File: config.mk
export PLATFORM = sky130hd
export DESIGN_NAME = sha256_hash_engine
export DESIGN_NICKNAME = d
export VERILOG_FILES = /design/src/rtl/sha256_pkg.sv /design/src/rtl/sha256_hash_engine.sv
export SDC_FILE = /design/constraint.sdc
export NUM_CORES = 2
export LEC_CHECK = 0
export BUFFER_PORTS_ARGS = -buffer_cell sky130_fd_sc_hd__buf_2
export CAP_MARGIN = 5
export CELL_PAD_IN_SITES_DETAIL_PLACEMENT = 0
export CELL_PAD_IN_SITES_GLOBAL_PLACEMENT = 1
export CORE_ASPECT_RATIO = 0.7
export CORE_MARGIN = 3
export CORE_UTILIZATION = 50
export DETAILED_ROUTE_END_ITERATION = 12
export PLACE_DENSITY_LB_ADDON = 0.1
export SYNTH_ARGS = -nofsm -noshare
export SYNTH_HDL_FRONTEND = slang
export SYNTH_SLANG_ARGS = --single-unit
File: constraint.sdc
create_clock -name clk -period 9.85 [get_ports clk]
set_input_delay 0.4925 -clock clk [delete_from_list [all_inputs] [get_ports clk]]
set_output_delay 0.4925 -clock clk [all_outputs]
set_load 0.005 [all_outputs]
File: src/rtl/sha256_pkg.sv
package sha256_pkg;

    // Operation codes carried in item.operation
    localparam logic OP_ABSORB = 1'b0;
    localparam logic OP_FINISH = 1'b1;

    localparam int unsigned WORD_W      = 32;
    localparam int unsigned BLOCK_WORDS = 16;
    localparam int unsigned HASH_WORDS  = 8;
    localparam int unsigned ROUNDS      = 64;

    // Buffer positions used by the padding sequence
    localparam logic [5:0] LAST_BYTE_POS = 6'd63;
    localparam logic [5:0] LEN_BYTE_POS  = 6'd56;
    localparam logic [5:0] LAST_ROUND    = 6'd63;

    localparam logic [7:0]  PAD_MARK   = 8'h80;
    localparam logic [63:0] BLOCK_BITS = 64'd512;

    typedef struct packed {
        logic       operation;
        logic [7:0] data_byte;
    } item_t;

    typedef struct packed {
        logic [63:0] digest_word_pair0;
        logic [63:0] digest_word_pair1;
        logic [63:0] digest_word_pair2;
        logic [63:0] digest_word_pair3;
    } digest_t;

    localparam logic [WORD_W-1:0] INIT_HASH [HASH_WORDS] = '{
        32'h6a09e667, 32'hbb67ae85, 32'h3c6ef372, 32'ha54ff53a,
        32'h510e527f, 32'h9b05688c, 32'h1f83d9ab, 32'h5be0cd19
    };

    localparam logic [WORD_W-1:0] ROUND_K [ROUNDS] = '{
        32'h428a2f98, 32'h71374491, 32'hb5c0fbcf, 32'he9b5dba5,
        32'h3956c25b, 32'h59f111f1, 32'h923f82a4, 32'hab1c5ed5,
        32'hd807aa98, 32'h12835b01, 32'h243185be, 32'h550c7dc3,
        32'h72be5d74, 32'h80deb1fe, 32'h9bdc06a7, 32'hc19bf174,
        32'he49b69c1, 32'hefbe4786, 32'h0fc19dc6, 32'h240ca1cc,
        32'h2de92c6f, 32'h4a7484aa, 32'h5cb0a9dc, 32'h76f988da,
        32'h983e5152, 32'ha831c66d, 32'hb00327c8, 32'hbf597fc7,
        32'hc6e00bf3, 32'hd5a79147, 32'h06ca6351, 32'h14292967,
        32'h27b70a85, 32'h2e1b2138, 32'h4d2c6dfc, 32'h53380d13,
        32'h650a7354, 32'h766a0abb, 32'h81c2c92e, 32'h92722c85,
        32'ha2bfe8a1, 32'ha81a664b, 32'hc24b8b70, 32'hc76c51a3,
        32'hd192e819, 32'hd6990624, 32'hf40e3585, 32'h106aa070,
        32'h19a4c116, 32'h1e376c08, 32'h2748774c, 32'h34b0bcb5,
        32'h391c0cb3, 32'h4ed8aa4a, 32'h5b9cca4f, 32'h682e6ff3,
        32'h748f82ee, 32'h78a5636f, 32'h84c87814, 32'h8cc70208,
        32'h90befffa, 32'ha4506ceb, 32'hbef9a3f7, 32'hc67178f2
    };

    function automatic logic [31:0] big_sigma0(input logic [31:0] x);
        return {x[1:0], x[31:2]} ^ {x[12:0], x[31:13]} ^ {x[21:0], x[31:22]};
    endfunction

    function automatic logic [31:0] big_sigma1(input logic [31:0] x);
        return {x[5:0], x[31:6]} ^ {x[10:0], x[31:11]} ^ {x[24:0], x[31:25]};
    endfunction

    function automatic logic [31:0] small_sigma0(input logic [31:0] x);
        return {x[6:0], x[31:7]} ^ {x[17:0], x[31:18]} ^ {3'b000, x[31:3]};
    endfunction

    function automatic logic [31:0] small_sigma1(input logic [31:0] x);
        return {x[16:0], x[31:17]} ^ {x[18:0], x[31:19]} ^ {10'b0, x[31:10]};
    endfunction

endpackage

File: src/rtl/sha256_hash_engine.sv
// SHA-256 engine over a byte stream.
// Input channel (item_valid/item_ready, payload item): an absorb transfer adds
// one message byte, a finish transfer pads the message and ends it.
// Output channel (digest_valid/digest_ready, payload digest): one 256-bit
// digest per finish, hash word 0 in the top bits of digest_word_pair0.
// The 64th absorbed byte of a block starts the compression, which runs one
// round per cycle on a single round datapath and then folds the result into
// the chaining words. item_ready is low during compression and padding.
// A finish writes one pad byte per cycle up to byte 56 (plus a second
// compression when fewer than 9 bytes are free), loads the bit length and
// compresses; the digest is registered from the final fold, then the engine
// restarts from the initial hash values.
// The digest register holds while digest_ready is low, and absorbs of the next
// message go on meanwhile; a later finish waits for that register to empty.
// Reset (rst_n, asynchronous) restores the initial hash values, an empty buffer
// and a zero bit count, and drops digest_valid.
module sha256_hash_engine
    import sha256_pkg::*;
(
    input  logic    clk,
    input  logic    rst_n,
    input  logic    item_valid,
    output logic    item_ready,
    input  item_t   item,
    output logic    digest_valid,
    input  logic    digest_ready,
    output digest_t digest
);

    typedef enum logic [1:0] {
        S_IDLE,
        S_PAD,
        S_ROUND,
        S_UPDATE
    } state_t;

    state_t            state_reg, state_next;
    logic [5:0]        fill_reg, fill_next;
    logic [5:0]        round_reg, round_next;
    logic              finish_reg, finish_next;
    logic              wrap_reg, wrap_next;
    logic              last_reg, last_next;
    logic [63:0]       bits_reg, bits_next;
    logic [63:0]       total_reg, total_next;
    logic              out_valid_reg, out_valid_next;
    digest_t           out_reg, out_next;
    logic [WORD_W-1:0] h_reg [HASH_WORDS];
    logic [WORD_W-1:0] h_next [HASH_WORDS];
    logic [WORD_W-1:0] v_reg [HASH_WORDS];
    logic [WORD_W-1:0] v_next [HASH_WORDS];
    logic [WORD_W-1:0] w_reg [BLOCK_WORDS];
    logic [WORD_W-1:0] w_next [BLOCK_WORDS];
    logic [WORD_W-1:0] sum_w [HASH_WORDS];

    logic              byte_we;
    logic [7:0]        byte_val;
    logic [WORD_W-1:0] t1, t2, ch, maj, sched_new;

    assign item_ready   = (state_reg == S_IDLE);
    assign digest_valid = out_valid_reg;
    assign digest       = out_reg;

    // Round datapath: one SHA-256 round and one schedule word per cycle
    always_comb
    begin
        ch  = (v_reg[4] & v_reg[5]) ^ (~v_reg[4] & v_reg[6]);
        maj = (v_reg[0] & v_reg[1]) ^ (v_reg[0] & v_reg[2]) ^ (v_reg[1] & v_reg[2]);
        t1  = v_reg[7] + big_sigma1(v_reg[4]) + ch + ROUND_K[round_reg] + w_reg[0];
        t2  = big_sigma0(v_reg[0]) + maj;
        sched_new = small_sigma1(w_reg[14]) + w_reg[9] + small_sigma0(w_reg[1]) + w_reg[0];
        for (int i = 0; i < HASH_WORDS; i++)
        begin
            sum_w[i] = h_reg[i] + v_reg[i];
        end
    end

    // Sequencer and next-state logic
    always_comb
    begin
        state_next     = state_reg;
        fill_next      = fill_reg;
        round_next     = round_reg;
        finish_next    = finish_reg;
        wrap_next      = wrap_reg;
        last_next      = last_reg;
        bits_next      = bits_reg;
        total_next     = total_reg;
        out_valid_next = out_valid_reg;
        out_next       = out_reg;
        h_next         = h_reg;
        v_next         = v_reg;
        w_next         = w_reg;
        byte_we        = 1'b0;
        byte_val       = '0;

        // Drop the digest once its transfer completes
        if (out_valid_reg && digest_ready)
        begin
            out_valid_next = 1'b0;
        end

        unique case (state_reg)
            S_IDLE:
            begin
                v_next     = h_reg;
                round_next = '0;
                if (item_valid)
                begin
                    byte_we   = 1'b1;
                    fill_next = fill_reg + 6'd1;
                    if (item.operation == OP_ABSORB)
                    begin
                        byte_val = item.data_byte;
                        if (fill_reg == LAST_BYTE_POS)
                        begin
                            state_next = S_ROUND;
                        end
                    end
                    else
                    begin
                        byte_val    = PAD_MARK;
                        total_next  = bits_reg + {55'b0, fill_reg, 3'b000};
                        finish_next = 1'b1;
                        last_next   = 1'b0;
                        // Length does not fit behind the pad mark: extra block
                        wrap_next   = (fill_reg >= LEN_BYTE_POS) && (fill_reg != LAST_BYTE_POS);
                        if (fill_reg == LAST_BYTE_POS)
                        begin
                            state_next = S_ROUND;
                        end
                        else
                        begin
                            state_next = S_PAD;
                        end
                    end
                end
            end

            S_PAD:
            begin
                v_next     = h_reg;
                round_next = '0;
                if (fill_reg == LEN_BYTE_POS && !wrap_reg)
                begin
                    // Load the big-endian bit length into the last two words
                    w_next[BLOCK_WORDS-2] = total_reg[63:32];
                    w_next[BLOCK_WORDS-1] = total_reg[31:0];
                    last_next             = 1'b1;
                    state_next            = S_ROUND;
                end
                else
                begin
                    byte_we   = 1'b1;
                    fill_next = fill_reg + 6'd1;
                    if (fill_reg == LAST_BYTE_POS)
                    begin
                        wrap_next  = 1'b0;
                        state_next = S_ROUND;
                    end
                end
            end

            S_ROUND:
            begin
                // Advance working variables and the schedule window
                v_next[7] = v_reg[6];
                v_next[6] = v_reg[5];
                v_next[5] = v_reg[4];
                v_next[4] = v_reg[3] + t1;
                v_next[3] = v_reg[2];
                v_next[2] = v_reg[1];
                v_next[1] = v_reg[0];
                v_next[0] = t1 + t2;
                for (int i = 0; i < BLOCK_WORDS - 1; i++)
                begin
                    w_next[i] = w_reg[i+1];
                end
                w_next[BLOCK_WORDS-1] = sched_new;
                round_next = round_reg + 6'd1;
                if (round_reg == LAST_ROUND)
                begin
                    state_next = S_UPDATE;
                end
            end

            S_UPDATE:
            begin
                if (!finish_reg)
                begin
                    h_next     = sum_w;
                    bits_next  = bits_reg + BLOCK_BITS;
                    state_next = S_IDLE;
                end
                else if (!last_reg)
                begin
                    h_next     = sum_w;
                    state_next = S_PAD;
                end
                else if (!out_valid_reg || digest_ready)
                begin
                    // Emit the digest and restart for the next message
                    out_next.digest_word_pair0 = {sum_w[0], sum_w[1]};
                    out_next.digest_word_pair1 = {sum_w[2], sum_w[3]};
                    out_next.digest_word_pair2 = {sum_w[4], sum_w[5]};
                    out_next.digest_word_pair3 = {sum_w[6], sum_w[7]};
                    out_valid_next = 1'b1;
                    h_next         = INIT_HASH;
                    bits_next      = '0;
                    fill_next      = '0;
                    finish_next    = 1'b0;
                    last_next      = 1'b0;
                    state_next     = S_IDLE;
                end
            end

            default:
            begin
                state_next = S_IDLE;
            end
        endcase

        // Write one byte into the block buffer, big-endian within the word
        if (byte_we)
        begin
            w_next[fill_reg[5:2]][{~fill_reg[1:0], 3'b000} +: 8] = byte_val;
        end
    end

    // Control state and registered outputs
    always_ff @(posedge clk or negedge rst_n)
    begin
        if (!rst_n)
        begin
            state_reg     <= S_IDLE;
            fill_reg      <= '0;
            round_reg     <= '0;
            finish_reg    <= 1'b0;
            wrap_reg      <= 1'b0;
            last_reg      <= 1'b0;
            bits_reg      <= '0;
            out_valid_reg <= 1'b0;
            h_reg         <= INIT_HASH;
        end
        else
        begin
            state_reg     <= state_next;
            fill_reg      <= fill_next;
            round_reg     <= round_next;
            finish_reg    <= finish_next;
            wrap_reg      <= wrap_next;
            last_reg      <= last_next;
            bits_reg      <= bits_next;
            out_valid_reg <= out_valid_next;
            h_reg         <= h_next;
        end
    end

    // Datapath registers: block buffer, working variables, length, digest
    always_ff @(posedge clk)
    begin
        w_reg     <= w_next;
        v_reg     <= v_next;
        total_reg <= total_next;
        out_reg   <= out_next;
    end

endmodule

======== Yosys cells after proc, flatten, opt, wreduce, memory -nomap -nowiden ========
Memories as Yosys holds them, arrays and structs flattened.
Index checks and enable logic that the tools add are counted.
word-level totals
  bits in read-only memories .............. 2048
  logic and storage cells ................. 198
  register bits ........................... 1426
  memories ................................ 1
  input port bits ......................... 13
  output and inout port bits .............. 258
memory list
  name             depth  bits a word  rd ports  clocked after Yosys merged registers in  wr ports  RTL line                  RTL
  (no name shown)  64     32           1         0                                        0         sha256_hash_engine.sv:68  t1 = v_reg[7] + big_sigma1(v_reg[4]) + ch + ROUND_K[round_reg] + w_reg[0];
operators by class
  magnitude comparators ................... 4
  reductions and logical operators ........ 22
  mux-type cells .......................... 61
  add/sub/neg operators ................... 23
  shift operators ......................... 2
  bitwise logic cells ..................... 20
  eq/ne operators ......................... 20
operators with widths
  operator                                              number
  two-way mux 256 bit                                   3
  adder 32 bit                                          18
  bitwise mux 512 bit                                   1
  two-way mux 512 bit                                   1
  one-hot mux 256 bit (2 select lines)                  1
  two-way mux 448 bit                                   1
  XOR 32 bit                                            9
  two-way mux 64 bit                                    4
  AND 32 bit                                            5
  demux 32 bit (select 4 bit)                           1
  one-hot mux 64 bit (2 select lines)                   1
  two-way mux 32 bit                                    3
  adder 64 x 10 -> 64 bit, second input constant        1
  adder 64 x 9 -> 64 bit                                1
  inverter 32 bit                                       1
  variable shift 8 x 7 -> 32 bit, first input constant  1
  indexed part select 8 x 7 -> 32 bit                   1
  XOR 32 x 22 -> 32 bit                                 1
  XOR 32 x 29 -> 32 bit                                 1
  two-way mux 6 bit                                     5
  two-way mux 8 bit                                     3
  two-way mux 1 bit                                     21
  == test 6 bit, second input constant                  3
  two-way mux 2 bit                                     9
  other kinds (33)                                      56

======== Logic depth before layout (Yosys ltp) ========
  word-level depth ........................ 8
  mapped depth ............................ 38

======== Least setup slack after synthesis ========
Ideal clock, no wire load.
  path type ............................... reg2reg
  start ................................... register round_reg[0]
  end ..................................... register v_reg[253] (netlist name) (data pin)
  data arrival time ....................... 7.392 ns
  cell stages (with the launch flop) ...... 35
  slack ................................... 2.198 ns
  data required time ...................... 9.590 ns
  path through ............................ dfrtp_1 -> inv_1 -> ha_1 -> clkbuf_1 -> inv_1 -> ha_1 -> mux4_2 -> nor2_1 -> a21oi_1 -> fa_1 -> inv_1 -> ha_1 -> a21o_1 -> a21oi_1 -> o21a_1 -> o31ai_1 -> nor2b_1 -> a2111oi_1 -> o21bai_1 -> a21oi_1 -> xnor2_1 -> inv_1 -> fa_1 -> inv_1 -> ha_1 -> a21oi_1 -> nor3b_1 -> o31ai_1 -> a2bb2oi_1 -> a21oi_1 -> o21a_1 -> o21a_1 -> nor2_1 -> xnor2_1 -> mux2_2
RTL lines
  element                 RTL line                   RTL
  from (decl)             sha256_hash_engine.sv:39   logic [5:0] round_reg, round_next;
  from (signal assigned)  sha256_hash_engine.sv:248  round_reg <= round_next;
  to (signal assigned)    sha256_hash_engine.sv:262  v_reg <= v_next;
  to (decl)               sha256_hash_engine.sv:49   logic [WORD_W-1:0] v_reg [HASH_WORDS];

==> flow_metrics.env <==
export IMPL_synth_top_area_cell="edfxtp_1"
export IMPL_cts_sinks=1414
export IMPL_ys_types=94
export IMPL_start_util_pct=50.49
export IMPL_synth_compound_area_share_pct=16.96
export IMPL_layout_cells_non_filler=10810
export IMPL_setup_tns_ps=0
export IMPL_nNetsFinal=9073
export IMPL_syn_cell_area_mm2=0.08410
export IMPL_finalSetupViolCount=0
export IMPL_crit_type="flop to flop"
export IMPL_vias=67470
export IMPL_antenna_found_initial=17
export IMPL_drtPass1Iterations=10
export IMPL_p_total_w=0.01217
export IMPL_max_freq_mhz=117.7
export IMPL_p_int_w=0.009511
export IMPL_post_cts_buffers=0
export IMPL_fill_cells=14640
export IMPL_path_max_fanout=66
export IMPL_maxCapViolCount=0
export IMPL_routed_wl_um=318700
export IMPL_track_usage_pct=36.02
export IMPL_die_y_um=349.1
export IMPL_core_area_mm2=0.1666
export IMPL_grt_remaining_overflow=0
export IMPL_io_pins=271
export IMPL_seq_power_share_pct=49.8
export IMPL_final_layout_size_suffix_gt1_share_pct=13.24
export IMPL_final_max_slew_violation_count=0
export IMPL_hold_violations=0
export IMPL_cts_root_buf="clkbuf_16"
export IMPL_crit_path_top_delay_cell="buf_4"
export IMPL_synthAdderAreaFrac_pct=10.74
export IMPL_clk_latency_ps=820
export IMPL_num_rows=125
export IMPL_clockBufferDepth=3
export IMPL_muxShareOfSynthArea_pct=9.610
export IMPL_cts_tree="yes"
export IMPL_hold_slack_ps=72.17
export IMPL_cts_made_buffers=148
export IMPL_largest_reg_flops=512
export IMPL_clockPowerShare_pct=49.8
export IMPL_final_common_cell="a21oi_1"
export IMPL_worst_pin_slew_ps=1412
export IMPL_dp_hpwl_um=243500
export IMPL_p_sw_share_pct=21.85
export IMPL_cp_required_ps=10380
export IMPL_synth_edf_count=573
export IMPL_port_buffers=270
export IMPL_status="completed"
export IMPL_synth_top_family_by_area="compound AO/OA/AOI/OAI gates"
export IMPL_yosysSeqAreaShare_pct=42.64
export IMPL_cts_clk_slew_worst_paths_ps=60
export IMPL_synthArstFlopShare_pct=23.27
export IMPL_finalClockSkew_ps=60.03
export IMPL_drtIter0Drc=8917
export IMPL_leakage_nw=39.37
export IMPL_synth_ff_type="edfxtp_1"
export IMPL_synth_net_count=9007
export IMPL_synth_top_cell_area_share_pct=20.46
export IMPL_via_per_inst=6.243
export IMPL_fin_crit_ps=8499
export IMPL_routabilityCongestion=1.019
export IMPL_powerDensity_mw_per_mm2=130.7
export IMPL_p_switching_w=0.002659
export IMPL_syn_inst=8391
export IMPL_placed_cells=10520
export IMPL_cts_hold_buf=7
export IMPL_grt_pass1_wl_um=452500
export IMPL_rsz0062_at_grt="no"
export IMPL_start_kind="flop"
export IMPL_wl_per_cell_um=29.49
export IMPL_max_stage_delay_ps=610
export IMPL_ir_drop_mv=0.1446
export IMPL_power_frac_comb_pct=0.4
export IMPL_grt_max_degree=138
export IMPL_final_cell_mix="864 x a21oi_1, 793 x nor2_1, 573 x edfxtp_1, 518 x inv_1, 518 x mux2i_1"
export IMPL_cts_resized=0
export IMPL_max_slew_margin_pct=5.379
export IMPL_die_w_um=496.2
export IMPL_cts_htree_levels=4
export IMPL_postSynthAreaPerCell_um2=10.02
export IMPL_first_global_vias=61250
export IMPL_drc=0
export IMPL_area_delta_synth_final_pct=10.73
export IMPL_synth_simple_area_share_pct=9.542
export IMPL_hp_class="primary input to flop"
export IMPL_ant_nets=0
export IMPL_yosys_warnings=0
export IMPL_synthXorXnorAreaFrac_pct=5.800
export IMPL_synth_seq_cells=1414
export IMPL_crit_path_end_kind="flop"
export IMPL_finalCritPeriodShare_pct=86.28
export IMPL_dieArea_mm2=0.1732
export IMPL_synth_area_leaders="edfxtp_1 20%, dfxtp_1 12%, mux2i_1 6.2%, ha_1 6.1%, dfrtp_1 5.7%"
export IMPL_arrival_ps=9030
-- cell usage after synthesis (all sizes together), types with 193 or more instances --
library cell / instances
ha: 408
o21ai: 341
fa: 195
clkbuf: 495
mux2: 245
nor2: 811
xnor2: 414
mux2i: 518
dfxtp: 512
inv: 521
a21oi: 865
edfxtp: 573
dfrtp: 193
nand2: 357
-- kinds of logic (layout without fill, tap and decap cells) --
kind of cell               count (synthesis)  in the layout
adders and majority gates                605            605
other                                      0              3
and+or+nand+nor                         1777           1777
buffers and inverters                   1054           1245
xor gates and xnor gates                 557            557
muxes                                    769            769
DFF                                     1414           1414
AOI/OAI and AO/OA                       2215           2215
-- critical path, delay by kind of cell (launching register included) --
| family | cells | cell delay (ps) |
|---|---|---|
| and+or+nand+nor | 7 | 1010 |
| DFF | 1 | 350 |
| AOI/OAI and AO/OA | 14 | 3040 |
| adders and majority gates | 4 | 1670 |
| xor gates and xnor gates | 2 | 330 |
| buffers and inverters | 7 | 1810 |
-- worst paths after layout --
check / startpoint / end / slack, ps / cells after the start
setup reg to reg: round_reg[2] / v_reg[255] / 1350 / 34
hold / removal: item[6] / w_reg[62] / 70 / 3
min in group asynchronous: rst_n / h_reg[116] / 220 / 2
setup / recovery: round_reg[2] / v_reg[255] / 1350 / 34
max in group asynchronous: rst_n / round_reg[5] / 7560 / 4
hold reg to reg: bits_reg[63] / total_reg[63] / 480 / 0
-- per-stage QoR --
step	instance area (um^2)	util [%]	worst slack, ps
2_1_floorplan	84100	-	2198
3_3_place_gp	87790	52.71	1466
3_5_place_dp	87790	52.71	1589
4_1_cts	93120	55.91	1558
5_1_grt	93120	55.91	768.8
6_report	93130	55.91	1351
-- routing by layer --
metal  vias up  GRT usage [%]  wire (um)
met3       381          12.14      41640
met5         -              0         40
met4         6          8.619       8408
met1     33430          58.43     152500
met2      3431          44.22     116100
li1      30230              -          -
-- final cells by class --
| type | instances | area, um^2 | share of cell area, % |
|---|---|---|---|
| clock inverter | 77 | 1114 | 1.196 |
| multi-input combinational | 5923 | 44440 | 47.72 |
| sequential | 1414 | 35870 | 38.51 |
| antenna | 3 | 7.507 | 0.008061 |
| inverter | 522 | 1974 | 2.120 |
| clock buffer | 198 | 4145 | 4.451 |
| tap | 2222 | 2780 | 2.985 |
| timing repair buffer | 448 | 2803 | 3.009 |
-- power groups by stage --
stage	combinational (W)	sequential, W	clock [W]
finish	0.0000436	0.00606	0.00606
global route	0.0000478	0.00606	0.00639
CTS	0.0000453	0.00606	0.00614
detailed placement	0.0000427	0.00619	0
global placement	0.0000420	0.00619	0
floorplan	0.000000351	0.00619	0
Power figures use the tool's default switching activity.
